[config.mk]
export PLATFORM = sky130hd
export DESIGN_NAME = ascii_to_unsigned_parser_core
export DESIGN_NICKNAME = d
export VERILOG_FILES = /design/src/asc2u_pkg.sv /design/src/ascii_to_unsigned_parser_core.sv /design/src/asc2u_in_stage.sv /design/src/asc2u_parse.sv /design/src/asc2u_out_stage.sv
export SDC_FILE = /design/constraint.sdc
export NUM_CORES = 1
export LEC_CHECK = 0
export BUFFER_PORTS_ARGS = -buffer_cell sky130_fd_sc_hd__buf_4
export CORE_MARGIN = 2
export CORE_UTILIZATION = 60
export CTS_BUF_LIST = sky130_fd_sc_hd__clkbuf_16
export DETAILED_ROUTE_END_ITERATION = 16
export PLACE_DENSITY = 0.78
export SKIP_CTS_REPAIR_TIMING = 1
export SYNTH_ARGS = -nofsm -noshare
export SYNTH_HDL_FRONTEND = slang
export SYNTH_HIERARCHICAL = 1
export SYNTH_SLANG_ARGS = --single-unit
[constraint.sdc]
create_clock -name clk_i -period 10.1 [get_ports clk_i]
set_input_delay 0.505 -clock clk_i [delete_from_list [all_inputs] [get_ports clk_i]]
set_output_delay 0.505 -clock clk_i [all_outputs]
set_load 0.1 [all_outputs]
[src/asc2u_pkg.sv]
// Shared types, character codes and the digit map of the ASCII to unsigned parser.
package asc2u_pkg;

  typedef enum logic [2:0] {
    PH_IDLE,
    PH_LEAD,
    PH_SIGNED,
    PH_ZERO,
    PH_DIGITS
  } phase_e;

  localparam logic [7:0] CH_SPACE = 8'h20;
  localparam logic [7:0] CH_PLUS  = 8'h2B;
  localparam logic [7:0] CH_ZERO  = 8'h30;
  localparam logic [7:0] CH_X_UP  = 8'h58;
  localparam logic [7:0] CH_X_LO  = 8'h78;

  localparam logic [5:0] RADIX_RESET = 6'd10;
  localparam logic [5:0] BASE_AUTO   = 6'd0;
  localparam logic [5:0] BASE_OCT    = 6'd8;
  localparam logic [5:0] BASE_DEC    = 6'd10;
  localparam logic [5:0] BASE_HEX    = 6'd16;
  localparam logic [5:0] BASE_MIN    = 6'd2;
  localparam logic [5:0] MAX_BASE    = 6'd36;

  localparam logic [6:0] NOT_DIGIT = 7'd100;

  // Map 0-9, A-Z, a-z to 0..35; anything else is not a digit.
  function automatic logic [6:0] digit_of(logic [7:0] c);
    logic [6:0] d;
    d = NOT_DIGIT;
    if (c >= 8'h30 && c <= 8'h39) begin
      d = 7'(c - 8'h30);
    end else if (c >= 8'h41 && c <= 8'h5A) begin
      d = 7'(c - 8'h37);
    end else if (c >= 8'h61 && c <= 8'h7A) begin
      d = 7'(c - 8'h57);
    end
    return d;
  endfunction

endpackage

[src/ascii_to_unsigned_parser_core.sv]
// Top level of the streaming ASCII to unsigned integer parser.
//
//  port group   dir  payload (low bit first)              meaning
//  s_axis       in   tdata: ch[7:0]; tuser: first         one character per word
//  m_axis       out  tdata: value, end_offset, zero fill; one result per number
//                    tuser: overflowed, no_digits
//  radix_*      in   radix_wdata_i[5:0]                   base 2..36, 0 = auto
//
// Flow: one character word per clock while the result side takes words; a word
// waits in the input register, and the parse step loads its result into the result register.
// The 32-by-6 multiply-add in the parse step sets the clock path.
// Reset: asynchronous, clears the parse to idle and radix to ten.
// Stalls: a held result word stops the parse step, which backs up the input
// register and then s_axis_tready_o; words without a result also wait then.
module ascii_to_unsigned_parser_core #(
  parameter int unsigned VALUE_BITS = 32,
  parameter int unsigned COUNT_BITS = 16,
  localparam int unsigned TDATA_W   = ((VALUE_BITS + COUNT_BITS + 7) / 8) * 8
) (
  input  logic               clk_i,
  input  logic               rst_ni,
  input  logic               s_axis_tvalid_i,
  output logic               s_axis_tready_o,
  input  logic [7:0]         s_axis_tdata_i,   // [7:0] ch
  input  logic               s_axis_tuser_i,   // [0] first
  output logic               m_axis_tvalid_o,
  input  logic               m_axis_tready_i,
  output logic [TDATA_W-1:0] m_axis_tdata_o,   // value, end_offset, zero fill
  output logic [1:0]         m_axis_tuser_o,   // [0] overflowed, [1] no_digits
  input  logic               radix_we_i,
  input  logic [5:0]         radix_wdata_i
);
  import asc2u_pkg::*;

  logic [5:0]            radix_q;
  logic                  in_valid, in_first, take, out_free;
  logic [7:0]            in_ch;
  logic                  res_valid, res_ovf, res_nodig;
  logic [VALUE_BITS-1:0] res_value;
  logic [COUNT_BITS-1:0] res_offset;

  // Radix register; sampled by the parse on a first-flagged character.
  always_ff @(posedge clk_i or negedge rst_ni) begin
    if (!rst_ni) begin
      radix_q <= RADIX_RESET;
    end else if (radix_we_i) begin
      radix_q <= radix_wdata_i;
    end
  end

  // Advance the held character whenever the result register can take a word.
  assign take = in_valid && out_free;

  asc2u_in_stage u_in (
    .clk_i           (clk_i),
    .rst_ni          (rst_ni),
    .s_axis_tvalid_i (s_axis_tvalid_i),
    .s_axis_tready_o (s_axis_tready_o),
    .s_axis_tdata_i  (s_axis_tdata_i),
    .s_axis_tuser_i  (s_axis_tuser_i),
    .take_i          (take),
    .valid_o         (in_valid),
    .ch_o            (in_ch),
    .first_o         (in_first)
  );

  asc2u_parse #(
    .VALUE_BITS (VALUE_BITS),
    .COUNT_BITS (COUNT_BITS)
  ) u_parse (
    .clk_i        (clk_i),
    .rst_ni       (rst_ni),
    .take_i       (take),
    .ch_i         (in_ch),
    .first_i      (in_first),
    .radix_i      (radix_q),
    .res_valid_o  (res_valid),
    .res_value_o  (res_value),
    .res_offset_o (res_offset),
    .res_ovf_o    (res_ovf),
    .res_nodig_o  (res_nodig)
  );

  asc2u_out_stage #(
    .VALUE_BITS (VALUE_BITS),
    .COUNT_BITS (COUNT_BITS),
    .TDATA_W    (TDATA_W)
  ) u_out (
    .clk_i           (clk_i),
    .rst_ni          (rst_ni),
    .load_i          (res_valid),
    .value_i         (res_value),
    .offset_i        (res_offset),
    .ovf_i           (res_ovf),
    .nodig_i         (res_nodig),
    .free_o          (out_free),
    .m_axis_tvalid_o (m_axis_tvalid_o),
    .m_axis_tready_i (m_axis_tready_i),
    .m_axis_tdata_o  (m_axis_tdata_o),
    .m_axis_tuser_o  (m_axis_tuser_o)
  );

  // A number without digits reports zero value, zero length and no overflow.
  a_nodig_zero : assert property (@(posedge clk_i) disable iff (!rst_ni)
    (m_axis_tvalid_o && m_axis_tuser_o[1]) |-> (m_axis_tdata_o == '0 && !m_axis_tuser_o[0]))
    else $error("no-digit result carries nonzero fields");

  // Overflow saturates the value to all ones.
  a_ovf_sat : assert property (@(posedge clk_i) disable iff (!rst_ni)
    (m_axis_tvalid_o && m_axis_tuser_o[0]) |-> (&m_axis_tdata_o[VALUE_BITS-1:0]))
    else $error("overflowed result not saturated");

  // A result is only produced from a held character while the output has room.
  a_res_src : assert property (@(posedge clk_i) disable iff (!rst_ni)
    res_valid |-> (in_valid && out_free))
    else $error("result produced without a character to process");

  // A loaded result is visible on the next cycle.
  a_res_load : assert property (@(posedge clk_i) disable iff (!rst_ni)
    res_valid |=> m_axis_tvalid_o)
    else $error("result word lost");

endmodule

[src/asc2u_in_stage.sv]
// Input register of the parser: holds one accepted character word.
module asc2u_in_stage (
  input  logic       clk_i,
  input  logic       rst_ni,
  input  logic       s_axis_tvalid_i,
  output logic       s_axis_tready_o,
  input  logic [7:0] s_axis_tdata_i,   // [7:0] ch
  input  logic       s_axis_tuser_i,   // [0] first
  input  logic       take_i,
  output logic       valid_o,
  output logic [7:0] ch_o,
  output logic       first_o
);

  logic       valid_q, valid_d;
  logic [7:0] ch_q;
  logic       first_q;
  logic       load;

  assign s_axis_tready_o = !valid_q || take_i;
  assign load            = s_axis_tvalid_i && s_axis_tready_o;

  always_comb begin
    valid_d = valid_q;
    if (load) begin
      valid_d = 1'b1;
    end else if (take_i) begin
      valid_d = 1'b0;
    end
  end

  always_ff @(posedge clk_i or negedge rst_ni) begin
    if (!rst_ni) begin
      valid_q <= 1'b0;
    end else begin
      valid_q <= valid_d;
    end
  end

  always_ff @(posedge clk_i) begin
    if (load) begin
      ch_q    <= s_axis_tdata_i;
      first_q <= s_axis_tuser_i;
    end
  end

  assign valid_o = valid_q;
  assign ch_o    = ch_q;
  assign first_o = first_q;

endmodule

[src/asc2u_parse.sv]
// Parse state and per-character step: prefix handling, multiply-add and result.
module asc2u_parse #(
  parameter int unsigned VALUE_BITS = 32,
  parameter int unsigned COUNT_BITS = 16
) (
  input  logic                  clk_i,
  input  logic                  rst_ni,
  input  logic                  take_i,
  input  logic [7:0]            ch_i,
  input  logic                  first_i,
  input  logic [5:0]            radix_i,
  output logic                  res_valid_o,
  output logic [VALUE_BITS-1:0] res_value_o,
  output logic [COUNT_BITS-1:0] res_offset_o,
  output logic                  res_ovf_o,
  output logic                  res_nodig_o
);
  import asc2u_pkg::*;

  localparam int unsigned PROD_W = VALUE_BITS + 6;
  localparam int unsigned SUM_W  = VALUE_BITS + 1;

  phase_e                phase_q, phase_d, ph_e;
  logic [VALUE_BITS-1:0] accum_q, accum_d, acc_e;
  logic                  ovf_q, ovf_d, ovf_e;
  logic                  saw_q, saw_d, saw_e;
  logic [5:0]            base_q, base_d, base_e;
  logic [COUNT_BITS-1:0] cnt_q, cnt_d, cnt_e, cnt_inc;

  logic                  lead_skip, at_start, zero_pfx, x_pfx;
  logic                  try_digit, digit_ok, emit, bump, dig_saw;
  logic [5:0]            dig_base;
  logic [6:0]            digit;
  logic [PROD_W-1:0]     mul;
  logic [SUM_W-1:0]      sum;
  logic                  mul_ovf, add_ovf;

  // A first flag restarts the parse on this very character.
  always_comb begin
    if (first_i) begin
      ph_e   = PH_LEAD;
      acc_e  = '0;
      ovf_e  = 1'b0;
      saw_e  = 1'b0;
      base_e = radix_i;
      cnt_e  = '0;
    end else begin
      ph_e   = phase_q;
      acc_e  = accum_q;
      ovf_e  = ovf_q;
      saw_e  = saw_q;
      base_e = base_q;
      cnt_e  = cnt_q;
    end
  end

  // Classify the character against the current phase.
  always_comb begin
    digit     = digit_of(ch_i);
    lead_skip = (ph_e == PH_LEAD) && (ch_i == CH_SPACE || ch_i == CH_PLUS);
    at_start  = ((ph_e == PH_LEAD) && !lead_skip) || (ph_e == PH_SIGNED);
    zero_pfx  = at_start && (base_e == BASE_AUTO || base_e == BASE_HEX) && (ch_i == CH_ZERO);
    x_pfx     = (ph_e == PH_ZERO) && (ch_i == CH_X_LO || ch_i == CH_X_UP);
    try_digit = (at_start && !zero_pfx) || ((ph_e == PH_ZERO) && !x_pfx) ||
                (ph_e == PH_DIGITS);
    dig_base  = base_e;
    if (at_start && base_e == BASE_AUTO) begin
      dig_base = BASE_DEC;
    end else if (ph_e == PH_ZERO && base_e == BASE_AUTO) begin
      dig_base = BASE_OCT;
    end
    // A lone leading zero already counts as a digit.
    dig_saw  = saw_e || (ph_e == PH_ZERO);
    digit_ok = try_digit && (dig_base inside {[BASE_MIN:MAX_BASE]}) &&
               (digit < 7'(dig_base));
    emit     = try_digit && !digit_ok;
    bump     = lead_skip || zero_pfx || x_pfx || digit_ok;
  end

  // Next phase.
  always_comb begin
    phase_d = phase_q;
    if (take_i) begin
      if (zero_pfx) begin
        phase_d = PH_ZERO;
      end else if (ph_e == PH_LEAD && ch_i == CH_SPACE) begin
        phase_d = PH_LEAD;
      end else if (ph_e == PH_LEAD && ch_i == CH_PLUS) begin
        phase_d = PH_SIGNED;
      end else if (x_pfx || digit_ok) begin
        phase_d = PH_DIGITS;
      end else if (emit) begin
        phase_d = PH_IDLE;
      end else begin
        phase_d = ph_e;
      end
    end
  end

  // Multiply-add with overflow detection on the full-width product and on the sum.
  always_comb begin
    mul     = PROD_W'(acc_e) * PROD_W'(dig_base);
    mul_ovf = |mul[PROD_W-1:VALUE_BITS];
    sum     = SUM_W'(mul[VALUE_BITS-1:0]) + SUM_W'(digit);
    add_ovf = sum[VALUE_BITS];
    cnt_inc = (&cnt_e) ? cnt_e : cnt_e + 1'b1;
  end

  always_comb begin
    accum_d = accum_q;
    ovf_d   = ovf_q;
    saw_d   = saw_q;
    base_d  = base_q;
    cnt_d   = cnt_q;
    if (take_i) begin
      accum_d = digit_ok ? sum[VALUE_BITS-1:0] : acc_e;
      ovf_d   = ovf_e || (digit_ok && (mul_ovf || add_ovf));
      saw_d   = digit_ok || (try_digit ? dig_saw : saw_e);
      base_d  = x_pfx ? BASE_HEX : (try_digit ? dig_base : base_e);
      cnt_d   = bump ? cnt_inc : cnt_e;
    end
  end

  always_ff @(posedge clk_i or negedge rst_ni) begin
    if (!rst_ni) begin
      phase_q <= PH_IDLE;
      accum_q <= '0;
      ovf_q   <= 1'b0;
      saw_q   <= 1'b0;
      base_q  <= '0;
      cnt_q   <= '0;
    end else begin
      phase_q <= phase_d;
      accum_q <= accum_d;
      ovf_q   <= ovf_d;
      saw_q   <= saw_d;
      base_q  <= base_d;
      cnt_q   <= cnt_d;
    end
  end

  assign res_valid_o  = take_i && emit;
  assign res_value_o  = ovf_e ? '1 : acc_e;
  assign res_offset_o = dig_saw ? cnt_e : '0;
  assign res_ovf_o    = ovf_e;
  assign res_nodig_o  = !dig_saw;

endmodule

[src/asc2u_out_stage.sv]
// Result register of the parser: packs and holds one result word for the sink.
module asc2u_out_stage #(
  parameter int unsigned VALUE_BITS = 32,
  parameter int unsigned COUNT_BITS = 16,
  parameter int unsigned TDATA_W    = 48
) (
  input  logic                  clk_i,
  input  logic                  rst_ni,
  input  logic                  load_i,
  input  logic [VALUE_BITS-1:0] value_i,
  input  logic [COUNT_BITS-1:0] offset_i,
  input  logic                  ovf_i,
  input  logic                  nodig_i,
  output logic                  free_o,
  output logic                  m_axis_tvalid_o,
  input  logic                  m_axis_tready_i,
  output logic [TDATA_W-1:0]    m_axis_tdata_o,  // value, end_offset, zero fill
  output logic [1:0]            m_axis_tuser_o   // [0] overflowed, [1] no_digits
);

  logic               valid_q, valid_d;
  logic [TDATA_W-1:0] tdata_q;
  logic [1:0]         tuser_q;

  assign free_o = !valid_q || m_axis_tready_i;

  always_comb begin
    valid_d = valid_q;
    if (load_i) begin
      valid_d = 1'b1;
    end else if (m_axis_tready_i) begin
      valid_d = 1'b0;
    end
  end

  always_ff @(posedge clk_i or negedge rst_ni) begin
    if (!rst_ni) begin
      valid_q <= 1'b0;
    end else begin
      valid_q <= valid_d;
    end
  end

  always_ff @(posedge clk_i) begin
    if (load_i) begin
      tdata_q <= TDATA_W'({offset_i, value_i});
      tuser_q <= {nodig_i, ovf_i};
    end
  end

  assign m_axis_tvalid_o = valid_q;
  assign m_axis_tdata_o  = tdata_q;
  assign m_axis_tuser_o  = tuser_q;

endmodule

---- Yosys cells after proc, flatten, opt, wreduce, memory -nomap -nowiden ----
Index checks and enable logic that the tools add are counted.
storage, ports and cells
  register bits after elaboration ......... 126
  bits of input ports ..................... 20
  output and inout bits ................... 52
  word-level logic and storage cells ...... 115
cells by class
  add/sub/neg operators ................... 5
  multiply operators ...................... 1
  magnitude comparators ................... 9
  eq/ne operators ......................... 10
  multiplexer cells ....................... 26
  reduce and logical (&&, ||, !) cells .... 50
operators by type and width
  cell                   count
  $mux 32                2
  $mux 16                3
  $mul 32x6->38          1
  $add 32x7->33          1
  $mux 6                 5
  $eq 8x6->1 const B     3
  $logic_and 1x1->1      22
  $mux 7                 3
  $mux 3                 6
  $add 16x1->16 const B  1
  $eq 8x7->1 const B     2
  $ge 8x7->1 const B     2
  $le 8x7->1 const B     2
  $logic_or 1x1->1       16
  $reduce_and 16->1      1
  $sub 7x6->7 const B    2
  $ge 8x6->1 const B     1
  $le 8x6->1 const B     1
  $logic_not 1->1        7
  $lt 7x6->1             1
  $mux 1                 7
  $sub 7x7->7 const B    1
  $eq 3x2->1 const B     2
  $eq 6x5->1 const B     1
  other kinds (7)        8

---- Longest topological paths before layout ----
Gate-level depths: netlist of run 1.
  depth in word-level cells ............... 21
  gate-level depth with buffers ........... 30
  depth with buffers taken out ............ 27

---- Modules after synthesis ----
Netlist of run 1, hierarchy kept.
by module, submodules not included
  module                         instances  cells each  area an instance (um^2)  sequential area each (um^2)
  asc2u_parse                    1          1,450       11,363.4                 1,476.4
  asc2u_out_stage                1          53          1,549.0                  1,526.5
  asc2u_in_stage                 1          13          324.1                    295.3
  ascii_to_unsigned_parser_core  1          14          260.2                    152.6

---- Worst setup path after synthesis of run 1 ----
OpenSTA, ideal clock, no wires.
  kind .................................... register -> register
  from .................................... register u_in.ch_q[4] (netlist: u_in/ch_o[4])
  to ...................................... register u_out.valid_q (netlist: u_out/m_axis_tvalid_o)
  library setup time ...................... 88 ps
  arrival ................................. 7,160 ps
  required time ........................... 10,012 ps
  slack ................................... 2,852 ps
  cell stages (with the launch flop) ...... 17
  path buffers ............................ 1
  period minus slack after synthesis ...... 7,248 ps
  cells stage by stage .................... edfxtp_1 inv_1 ha_1 or4b_2 o21ai_1 o311a_1 nor2_1 nor2_1 clkbuf_1 ha_1 a211oi_1 nand3_1 nor2_1 a211oi_1 nor4_4 nor3_1 nand2b_2
between the ends
  word-level cells in the longest chain between the ends .. 18
  elaborated cells on any way between the ends .. 48
  those cells by class .................... 3 x add/sub; 9 x order compare; 5 x eq/ne; 5 x mux; 26 x reduce/logical
ends and longest elaborated chain
  item                                                 RTL line                             text
  start: declaration                                   asc2u_in_stage.sv:16                 logic [7:0] ch_q;
  start signal: assignment                             asc2u_in_stage.sv:42                 ch_q <= s_axis_tdata_i;
  branches (longest 15 deep; another with $ge 8x7->1)  -
  $logic_and 1x1->1 *                                  asc2u_parse.sv:76                    emit = try_digit && !digit_ok;
  $logic_and 1x1->1 *                                  asc2u_parse.sv:142                   assign res_valid_o = take_i && emit;
  named net res_valid                                  ascii_to_unsigned_parser_core.sv:38  logic res_valid, res_ovf, res_nodig;
  $mux 1 / $reduce_bool 2->1 (equally long branches)   -
  end signal: assignment                               asc2u_out_stage.sv:40                valid_q <= valid_d;
  end: declaration                                     asc2u_out_stage.sv:21                logic valid_q, valid_d;
Mark *: on every way through the listed nets, which the timed path passes.
A chain may end at the register's enable or synchronous reset.

---- Final worst setup path of run 1 ----
  from .................................... register u_in.ch_q[4] (netlist: u_in/ch_o[4])
  to ...................................... register u_parse.accum_q[30]
between the ends
  word-level cells in the longest chain between the ends .. 15
  elaborated cells on any way between the ends .. 46
  those cells by class .................... 4 x add/sub; 1 x mul; 9 x order compare; 5 x eq/ne; 5 x mux; 22 x reduce/logical
ends and longest elaborated chain
  item                                                    RTL line            text
  branches (longest 14 deep; another with $mul 32x6->38)  -
  $mux 32 *                                               asc2u_parse.sv:116  accum_d = digit_ok ? sum[VALUE_BITS-1:0] : acc_e;
  end signal: assignment                                  asc2u_parse.sv:134  accum_q <= accum_d;
  end: declaration                                        asc2u_parse.sv:24   logic [VALUE_BITS-1:0] accum_q, accum_d, acc_e;
Every way passes the cells marked *.

==> results.txt, run 1 <==
Proportion of netlist area held by the largest area contributor - 18.1%
Largest net degree at the start of global routing - 76
Comb power frac - 45.1%
Startpoint type of the worst setup path - flip-flop
Number of nets in the synthesized netlist - 1739
Via-per-instance ratio - 5.96
Buf+Inv Stages, Crit Path - 3
GRT overflow - 0
Critical R2R Capture - u_parse/accum_q[30]$_DFFE_PN0P_
Final worst clock skew - 0.0127 ns
CTS H-tree lvls - 4
Endpoint required time on the critical path - 10.37 ns
Start of the worst register-to-register path - u_in/ch_o[4]$_DFFE_PP_
Setup slack of the critical path after layout - 2.09 ns
Delay contributed by the slowest stage of the critical path - 0.79 ns
Pleak - 6.73 nW
Crit path max-delay family - simple AND/OR/NAND/NOR gates
Max Cap Violations - 0
Final setup TNS - 0 ns
Cell with the largest stage delay on the worst path - nor2_2
Most frequent cells in the layout - nor2_1 (207), inv_1 (179), and2_1 (131), fa_1 (122), nand2_1 (109)
Highest ir drop seen on vdd - 0.117 mV
Number of ports placed on the die boundary - 72
Die W - 154 um
Worst skew pair latency - 0.43 ns
Count of synthesis-stage warnings from yosys - 6
Synthesized area divided by synthesized cell count - 8.82 um^2
Relative contribution of the clock network to total power - 25.4%
Fraction of the core area covered by cells at the end of the flow - 67.4%
Arrival time of data at the critical path endpoint - 8.28 ns
Height of the chip - 154 um
Crit Path Class - flip-flop to flip-flop
P_int - 1.22 mW
Type of destination of the critical path - flip-flop
Count of non-filler cells in the finished layout - 1863
Most common cell after layout, fill and taps aside - nor2_1
Cell type with the highest aggregate area in the netlist - fa_1
Total power divided by cell area - 163 nW/um^2
Worst slack at placement - 2.24 ns
Ratio of cells with drive above 1 in the final layout - 10.8%
Final setup violation count - 0
DRT Pass-1 Iters - 5
Count of final max-slew check failures - 0
Outcome - completed
Diodes inserted - 0
Via Count - 11099
Reg clk slew, reported paths - 0.07 ns
Area grow syn2layout - 9.59%
Synthesized flop and latch total - 126
Count of nets after finishing - 1779
Number of library cell types mapped by synthesis - 95
All-layer global routing usage - 30.2%
Sequential share of power - 29.6%
Num rows - 54
Clk Tree Root Cell - clkbuf_16
Num CTS Buffers - 17
Initial cell density of the core - 61.5%
Net switching power - 1.19 mW
Deepest clock path buffer count - 2
Minimum setup slack among reg-to-reg paths - 2.09 ns
Summed instance area of the synthesized netlist - 13500 um^2
Ys flop type - dfrtp_1
Clock net sink count - 126
Number of remaining DRC errors - 0
Vias in the first global route - 11304
DRT iter0 DRCs - 1033
Type of the worst min-delay path - input pin to async pin
TritonCTS clock tree - done
Final weighted congestion of routability-driven global placement - 0.940
Post-route total power - 2.41 mW
CP Cell Sequence - inv_1 > ha_1 > or4b_2 > o21ai_1 > o311a_1 > nor2_1 > nor2_2 > nor2_1 > fa_1 > inv_1 > fa_1 > fa_1 > inv_1 > ha_1 > nor2b_1 > o31ai_4 > a211oi_2 > o31ai_1 > nor2b_1 > xnor2_1 > nand4_2 > nor4_2 > xnor2_1 > o21ai_1
Highest-utilization routing layer at the global route stage - met2
Biggest area contributors in the synthesized netlist - fa_1 (18%), edfxtp_1 (13%), dfrtp_1 (12%), ha_1 (6.2%), and2_1 (6.1%)
Routed Wire Length - 34600 um
Hold Slack - 0.219 ns
Post-synthesis instance total - 1530
Number of synthesized flops with an enable pin - 59
Count of cells along the worst register-to-register path - 24
Placed Cells - 1831
Switching share of power - 49.5%
Area enclosed by the die boundary - 23700 um^2
Ys async rst share - 53.2%
Met1 capacity usage during global routing - 42.6%
Share of the cycle needed by the critical path after routing - 79.3%
Count of endpoints failing hold in the final timing report - 0
CORE AREA - 22000 um^2
Post-route design area - 14800 um^2
RSZ-0062 raised after global routing - no
Number of buffers added on ports - 71
HPWL after detailed placement - 25500 um
Grt met3 use - 6.51%
Actual slew at the worst max-slew pin - 1.23 ns
Final period demand of the worst path - 8.01 ns
Achievable frequency - 125 MHz
Global Route met2 Usage - 47.4%
Post-detailed-route wirelength per cell - 18.6 um
Proportion of synthesized chip area in sequential cells - 25.6%
Total cell area at the placement stage - 14200 um^2
Crit Path Max Fanout - 20
First-pass GRT wire length - 57200 um
Antenna violations before repair - 0
Final antenna-violating net count - 0
Relative max-transition margin - 18.1%
==> kinds of logic (layout without fill, tap and decap cells) <==
group / Yosys count / after routing / synth area share (%)
AO/OA/AOI/OAI: 241 / 241 / 12.2
XOR/XNOR: 60 / 60 / 4.00
adder cells (fa/ha/maj): 189 / 189 / 24.3
buffers and inverters: 243 / 296 / 6.95
flip-flops: 126 / 126 / 25.6
multiplexers: 17 / 17 / 1.52
AND/OR/NAND/NOR: 654 / 654 / 25.5
==> sequential cells by signal, indices dropped and copies added (netlist names) <==
signal,flops
u_parse/ovf_q,1
u_in/ch_o,8
u_out/m_axis_tuser_o,2
u_out/m_axis_tvalid_o,1
u_parse/accum_q,32
u_in/first_o,1
u_out/m_axis_tdata_o,48
radix_q,6
u_parse/saw_q,1
u_parse/cnt_q,16
u_in/valid_o,1
u_parse/base_q,6
u_parse/phase_q,3
==> synthesized netlist by cell type, types with 6 or more instances <==
cell and number:
nor2b_1 50, clkbuf_1 48, a21o_1 18, o211ai_1 7, mux2_4 6, nor3b_1 6
o21ai_1 15, fa_1 122, nand2_1 109, edfxtp_1 59, nor3_1 21, xnor2_1 35
ha_1 67, o21a_1 8, o21ai_0 57, o211a_1 6, a21oi_1 57, and2_1 131
a221o_1 6, and3_1 8, xor2_1 23, a211oi_1 9, dfrtp_1 65, inv_1 179
mux2i_1 7, nor2_1 209, nand3_1 16, buf_2 7, nand4_1 13, nand2b_1 43
==> how the worst max path moves through the flow <==
stage	from	endpoint	slack, ns	depth (start not counted)
after floorplan	u_in/ch_o[4]$_DFFE_PP_	u_out/m_axis_tvalid_o$_DFFE_PN0P_	2.85	16
after global placement	u_in/ch_o[4]$_DFFE_PP_	u_parse/accum_q[31]$_DFFE_PN0P_	2.46	27
after detailed placement	u_in/ch_o[4]$_DFFE_PP_	u_parse/accum_q[31]$_DFFE_PN0P_	2.24	27
after CTS	u_in/ch_o[4]$_DFFE_PP_	u_parse/accum_q[31]$_DFFE_PN0P_	2.20	27
after global routing	u_in/ch_o[4]$_DFFE_PP_	u_parse/accum_q[31]$_DFFE_PN0P_	1.53	24
final	u_in/ch_o[4]$_DFFE_PP_	u_parse/accum_q[30]$_DFFE_PN0P_	2.09	24
==> routing by layer <==
| metal | vias up | wire [um] |
|---|---|---|
| li1 | 5109 | - |
| met1 | 5369 | 14900 |
| met2 | 554 | 15900 |
| met3 | 67 | 3180 |
| met4 | 0 | 651 |
| met5 | - | 0 |
==> area by class of cell <==
type / count / area (um^2)
clock inverter: 15 / 136
fill: 1766 / 7170
clock buffer: 17 / 425
tap: 280 / 350
multi-input combinational: 1161 / 9120
timing repair buffer: 84 / 631
sequential: 126 / 3450
inverter: 180 / 676
==> power by group through the flow <==
stage	registers (mW)	clock network [mW]	logic (mW)
floorplan	1.14	0	0.386
detailed placement	0.721	0	1.08
global route	0.723	0.642	1.14
CTS	0.712	0.620	1.08
finish	0.713	0.611	1.09
global placement	0.718	0	1.06
No activity file was read; power rests on OpenSTA's default activity.
==> run 2, diff against run 1 <==
clock period = 8 ns   (was 10.1 ns; I/O delays follow)
==> results.txt, run 2 (same netlist as run 1, synthesis figures left out) <==
Outcome - completed
Antenna violations before repair - 1 (+1)
Pleak - 6.78 nW (+0.83%)
Clk Tree Root Cell - clkbuf_16
Clock net sink count - 126 (unchanged)
Deepest clock path buffer count - 2 (unchanged)
GRT overflow - 0 (unchanged)
Startpoint type of the worst setup path - flip-flop
Share of the cycle needed by the critical path after routing - 94.3% (+15 points)
Vias in the first global route - 11122 (-1.6%)
Final antenna-violating net count - 0 (unchanged)
Area enclosed by the die boundary - 23700 um^2 (unchanged)
Count of final max-slew check failures - 0 (unchanged)
Post-route total power - 3.12 mW (+29%)
Most common cell after layout, fill and taps aside - nor2_1
Total power divided by cell area - 209 nW/um^2 (+28%)
Crit Path Max Fanout - 13 (-35%)
Critical R2R Capture - u_parse/accum_q[31]$_DFFE_PN0P_
Delay contributed by the slowest stage of the critical path - 0.65 ns (-0.14 ns)
DRT Pass-1 Iters - 6 (+1)
Count of endpoints failing hold in the final timing report - 0 (unchanged)
Highest ir drop seen on vdd - 0.167 mV (+43%)
Number of ports placed on the die boundary - 72 (unchanged)
Num rows - 54 (unchanged)
Num CTS Buffers - 17 (unchanged)
RSZ-0062 raised after global routing - no
Final setup TNS - 0 ns (unchanged)
Multi-input logic area - 9140 um^2 (+0.16%)
Ratio of cells with drive above 1 in the final layout - 11.3% (+0.46 points)
Start of the worst register-to-register path - u_in/ch_o[4]$_DFFE_PP_
Arrival time of data at the critical path endpoint - 7.81 ns (-0.47 ns)
Endpoint required time on the critical path - 8.26 ns (-2.11 ns)
All-layer global routing usage - 29.9% (-0.36 points)
First-pass GRT wire length - 56700 um (-0.94%)
Final worst clock skew - 0.0209 ns (+0.00815 ns)
CTS H-tree lvls - 4 (unchanged)
Relative max-transition margin - 19.9% (+1.8 points)
Count of cells along the worst register-to-register path - 28 (+17%)
Via-per-instance ratio - 5.96 (about the same)
Via Count - 11146 (+0.42%)
Actual slew at the worst max-slew pin - 1.20 ns (-0.0271 ns)
Routed Wire Length - 34300 um (-1.1%)
Final setup violation count - 0 (unchanged)
Fillers - 1745 (-1.2%)
Cell with the largest stage delay on the worst path - or4b_2
Height of the chip - 154 um (unchanged)
Minimum setup slack among reg-to-reg paths - 0.45 ns (-1.64 ns)
Crit Path Class - flip-flop to flip-flop
TritonCTS clock tree - done
Type of the worst min-delay path - input pin to async pin
Final weighted congestion of routability-driven global placement - 0.920 (-2.1%)
Achievable frequency - 133 MHz (+6.1%)
Reg clk slew, reported paths - 0.08 ns (about the same)
Worst skew pair latency - 0.43 ns (about the same)
Area grow syn2layout - 10.5%
Number of remaining DRC errors - 0 (unchanged)
Largest register FFs - 48 (unchanged)
Final period demand of the worst path - 7.55 ns (-0.464 ns)
Initial cell density of the core - 61.5% (unchanged)
Type of destination of the critical path - flip-flop
Register area - 3450 um^2 (unchanged)
Max Cap Violations - 0 (unchanged)
Number of buffers added on ports - 71 (unchanged)
HPWL after detailed placement - 25500 um (about the same)
Hold Slack - 0.0914 ns (-0.127 ns)
Count of nets after finishing - 1785 (+0.34%)
CORE AREA - 22000 um^2 (unchanged)
Crit path top cell by count - ha_1
DRT iter0 DRCs - 1024 (-0.87%)
Die W - 154 um (unchanged)
Post-detailed-route wirelength per cell - 18.3 um (-1.4%)
Largest net degree at the start of global routing - 68 (-11%)
Most frequent cells in the layout - nor2_1 (207), inv_1 (179), and2_1 (131), fa_1 (122), nand2_1 (109)
run 2: cell count changes in the layout (fill, tap and decap cells not counted), sizes merged:
cell      change
inv           -3
diode         +1
bufinv        +1
buf           +6
clkinvlp      -2
clkinv        +4
run 2: worst max path at each step:
stage	endpoint	cells past startpoint	start	slack, ns
6_report	u_parse/accum_q[31]$_DFFE_PN0P_	28	u_in/ch_o[4]$_DFFE_PP_	0.45
3_5_place_dp	u_parse/accum_q[30]$_DFFE_PN0P_	24	u_in/ch_o[4]$_DFFE_PP_	0.23
3_3_place_gp	u_parse/accum_q[31]$_DFFE_PN0P_	24	u_in/ch_o[4]$_DFFE_PP_	0.38
5_1_grt	u_parse/accum_q[31]$_DFFE_PN0P_	27	u_in/ch_o[4]$_DFFE_PP_	0.1
2_1_floorplan	u_out/m_axis_tvalid_o$_DFFE_PN0P_	16	u_in/ch_o[4]$_DFFE_PP_	0.75
4_1_cts	u_parse/accum_q[31]$_DFFE_PN0P_	24	u_in/ch_o[4]$_DFFE_PP_	0.18
run 2: layout make-up:
class,instances,share of cell area (%)
diodes,1,0.0168
clock buffers,17,2.85
clock inverters,15,1.29
inverters,180,4.53
multi-input cells,1161,61.3
flip-flops and latches,126,23.1
well taps,280,2.35
repair buffers,90,4.53
run 2: power by group:
group | total [mW] | internal [mW] | switching [mW]
clock network | 0.821 | 0.453 | 0.368
logic | 1.40 | 0.308 | 1.09
registers | 0.899 | 0.824 | 0.0743
total | 3.12 | 1.59 | 1.53
run 2: through the flow:
step / cells / util (%) / cell area [um^2] / setup slack (ns)
after CTS: 1869 / 67.8 / 14900 / 0.180
after global routing: 1869 / 67.9 / 14900 / 0.0983
final: 1870 / 67.9 / 14900 / 0.454
after global placement: 1837 / 65.0 / 14300 / 0.376
after floorplan: 1530 / - / 13500 / 0.752
after detailed placement: 1837 / 65.0 / 14300 / 0.234
run 2: worst max-delay path, delay by kind of cell, from the launching register on:
family | cells | cell delay [ns]
DFF | 1 | 0.49
buffers and inverters | 4 | 0.52
adders and majority gates | 6 | 2.27
and+or+nand+nor | 10 | 2.61
xor gates and xnor gates | 2 | 0.32
AOI/OAI and AO/OA | 6 | 1.20
run 2: metal layers:
metal  track usage [%]  part of all wire [%]
met1              42.2                    44
met2              48.4                    47
met3              4.79                   7.1
met4              7.92                   1.9
met5                 0                     0
==> run 3, diff against run 2 <==
SYNTH_HIERARCHICAL = default   (was 1)
==> results.txt, run 3 <==
Final setup violation count - 0 (unchanged)
Worst slack at placement - 0.140 ns (-0.0937 ns)
Total power divided by cell area - 162 nW/um^2 (-23%)
Largest register FFs - 48 (unchanged)
DRT iter0 DRCs - 882 (-14%)
Worst skew pair latency - 0.43 ns (about the same)
Cell with the largest stage delay on the worst path - fa_1
RSZ-0062 raised after global routing - yes
Outcome - completed
Post-route total power - 2.43 mW (-22%)
Crit Path Max Fanout - 9 (-4)
Final setup TNS - 0 ns (unchanged)
Final period demand of the worst path - 7.67 ns (+0.124 ns)
Achievable frequency - 130 MHz (-1.6%)
Count of non-filler cells in the finished layout - 1884 (+0.75%)
Proportion of synthesized chip area in sequential cells - 25.6% (+0.028 points)
Number of library cell types mapped by synthesis - 79 (-17%)
Synthesized flop and latch total - 126 (unchanged)
Crit path max-delay family - simple AND/OR/NAND/NOR gates
Vias in the first global route - 11695 (+5.2%)
Type of the worst min-delay path - input pin to async pin
Cell type with the highest aggregate area in the netlist - fa_1
Highest ir drop seen on vdd - 0.177 mV (+5.9%)
Minimum setup slack among reg-to-reg paths - 0.33 ns (-0.12 ns)
Post-synthesis instance total - 1538 (+0.52%)
Commonest cells in the synthesized netlist - inv_1 (190), and2_1 (152), nor2_1 (145)
Number of nets in the synthesized netlist - 1747 (+0.46%)
Number of ports placed on the die boundary - 72 (unchanged)
Final antenna-violating net count - 0 (unchanged)
All-layer global routing usage - 31.9% (+2.0 points)
Num rows - 54 (unchanged)
GRT overflow - 0 (unchanged)
Most common cell after layout, fill and taps aside - inv_1
Antenna violations before repair - 0 (-1)
Via-per-instance ratio - 6.16 (+3.3%)
Number of remaining DRC errors - 0 (unchanged)
First-pass GRT wire length - 59600 um (+5.2%)
Ys flop type - dfrtp_1
Most frequent cells in the layout - inv_1 (190), and2_1 (152), nor2_1 (144), fa_1 (122), buf_4 (103)
Count of cells along the worst register-to-register path - 27 (-3.6%)
Routed Wire Length - 36300 um (+6.0%)
Total cell area at the placement stage - 14300 um^2 (+0.25%)
Summed instance area of the synthesized netlist - 13500 um^2 (-0.11%)
Arrival time of data at the critical path endpoint - 8.04 ns (+0.23 ns)
Most frequently used cell type in the post-synthesis netlist - inv_1
Startpoint type of the worst setup path - flip-flop
Proportion of netlist area held by the largest area contributor - 18.1% (+0.020 points)
Buf+Inv Stages, Crit Path - 6 (+2)
Height of the chip - 154 um (about the same)
Number of synthesized flops with an enable pin - 59 (unchanged)
Placed Cells - 1848 (+0.60%)
Pleak - 6.84 nW (+0.81%)
Final weighted congestion of routability-driven global placement - 1.02 (+10%)
Largest net degree at the start of global routing - 68 (unchanged)
Number of buffers added on ports - 71 (unchanged)
Count of nets after finishing - 1799 (+0.78%)
CTS H-tree lvls - 4 (unchanged)
Type of destination of the critical path - flip-flop
DRT Pass-1 Iters - 6 (unchanged)
Start of the worst register-to-register path - u_in.ch_o[4]$_DFFE_PP_
Ratio of cells with drive above 1 in the final layout - 11.1% (-0.16 points)
Biggest area contributors in the synthesized netlist - fa_1 (18%), edfxtp_1 (13%), dfrtp_1 (12%), and2_1 (7.1%), ha_1 (6.2%)
Via Count - 11602 (+4.1%)
Ys async rst share - 53.2% (unchanged)
Actual slew at the worst max-slew pin - 0.996 ns (-0.203 ns)
Delay contributed by the slowest stage of the critical path - 0.54 ns (-0.11 ns)
Initial cell density of the core - 61.4% (-0.068 points)
Clock net sink count - 126 (unchanged)
Setup slack of the critical path after layout - 0.330 ns (-0.124 ns)
Synthesized area divided by synthesized cell count - 8.77 um^2 (-0.63%)
Count of synthesis-stage warnings from yosys - 0 (-6)
Post-route design area - 15000 um^2 (+0.46%)
Clk Tree Root Cell - clkbuf_16
Max Cap Violations - 0 (unchanged)
Post-detailed-route wirelength per cell - 19.3 um (+5.2%)
Num CTS Buffers - 17 (unchanged)
CORE AREA - 22000 um^2 (unchanged)
HPWL after detailed placement - 26600 um (+4.3%)
Reg clk slew, reported paths - 0.06 ns (-0.02 ns)
Die W - 154 um (about the same)
Endpoint required time on the critical path - 8.37 ns (+0.11 ns)
Fraction of the core area covered by cells at the end of the flow - 68.2% (+0.31 points)
Deepest clock path buffer count - 2 (unchanged)
Count of endpoints failing hold in the final timing report - 0 (unchanged)
Relative max-transition margin - 33.4% (+13 points)
Area enclosed by the die boundary - 23700 um^2 (-0.10%)
Hold Slack - 0.142 ns (+0.0503 ns)
Critical R2R Capture - u_parse.ovf_q$_DFFE_PN0P_
Crit path top cell by count - inv_1
TritonCTS clock tree - done
Count of final max-slew check failures - 0 (unchanged)
Final worst clock skew - 0.00731 ns (-0.0136 ns)
Crit path depth - 27 (-3.6%)
Share of the cycle needed by the critical path after routing - 95.9% (+1.5 points)
Crit Path Class - flip-flop to flip-flop
Area grow syn2layout - 11.1%
[run 3: cell count changes in the layout (fill, tap and decap cells not counted), moves of 6 or more]
cell,previous run,this run
a21oi_1,57,69
and2_1,131,152
and3_1,8,49
buf_4,90,103
inv_1,179,190
inv_8,7,1
mux2_4,6,0
nand2_1,109,95
nand2b_1,43,15
nand3_1,16,46
nor2_1,207,144
nor2b_1,50,19
o21ai_0,57,67
o21ai_1,14,7
[run 3: area by class of cell]
class,instances,area (um^2)
timing repair buffer,103,773
fill,1715,6980
tap,280,350
clock inverter,15,159
sequential,126,3450
antenna,1,2.50
clock buffer,17,425
inverter,191,717
multi-input combinational,1151,9100
[run 3: logic make-up (layout without fill, tap and decap cells)]
family                   after synthesis  in the layout  synth area share (%)
adder cells (fa/ha/maj)              189            189                  24.3
AND/OR/NAND/NOR                      610            610                  23.9
flip-flops                           126            126                  25.6
buffers and inverters                261            326                  7.39
XOR/XNOR                              61             61                  3.96
AO/OA/AOI/OAI                        278            278                  13.8
other                                  0              1                     0
multiplexers                          13             13                  1.04
[run 3: power breakdown]
part | total, mW | switching (mW) | internal (mW)
Sequential | 0.817 | 0.0567 | 0.761
Combinational | 0.822 | 0.623 | 0.199
Clock | 0.786 | 0.323 | 0.463
[run 3: metal layers]
layer | vias to the layer above | GRT usage (%) | share of wire (%)
met5 | - | 0 | 0
met2 | 545 | 54.0 | 49
met1 | 5678 | 40.6 | 40
met4 | 0 | 14.4 | 3.7
met3 | 97 | 4.99 | 7.5
li1 | 5282 | - | -
[run 3: how the worst max path moves through the flow]
stage | startpoint | endpoint
2_1_floorplan | u_in.ch_o[4]$_DFFE_PP_ | u_out.m_axis_tdata_o[0]$_SDFFCE_PP1P_
3_3_place_gp | u_in.ch_o[4]$_DFFE_PP_ | u_parse.ovf_q$_DFFE_PN0P_
3_5_place_dp | u_in.ch_o[4]$_DFFE_PP_ | u_parse.accum_q[27]$_DFFE_PN0P_
4_1_cts | u_in.ch_o[4]$_DFFE_PP_ | u_parse.accum_q[27]$_DFFE_PN0P_
5_1_grt | u_in.ch_o[4]$_DFFE_PP_ | u_parse.ovf_q$_DFFE_PN0P_
6_report | u_in.ch_o[4]$_DFFE_PP_ | u_parse.ovf_q$_DFFE_PN0P_
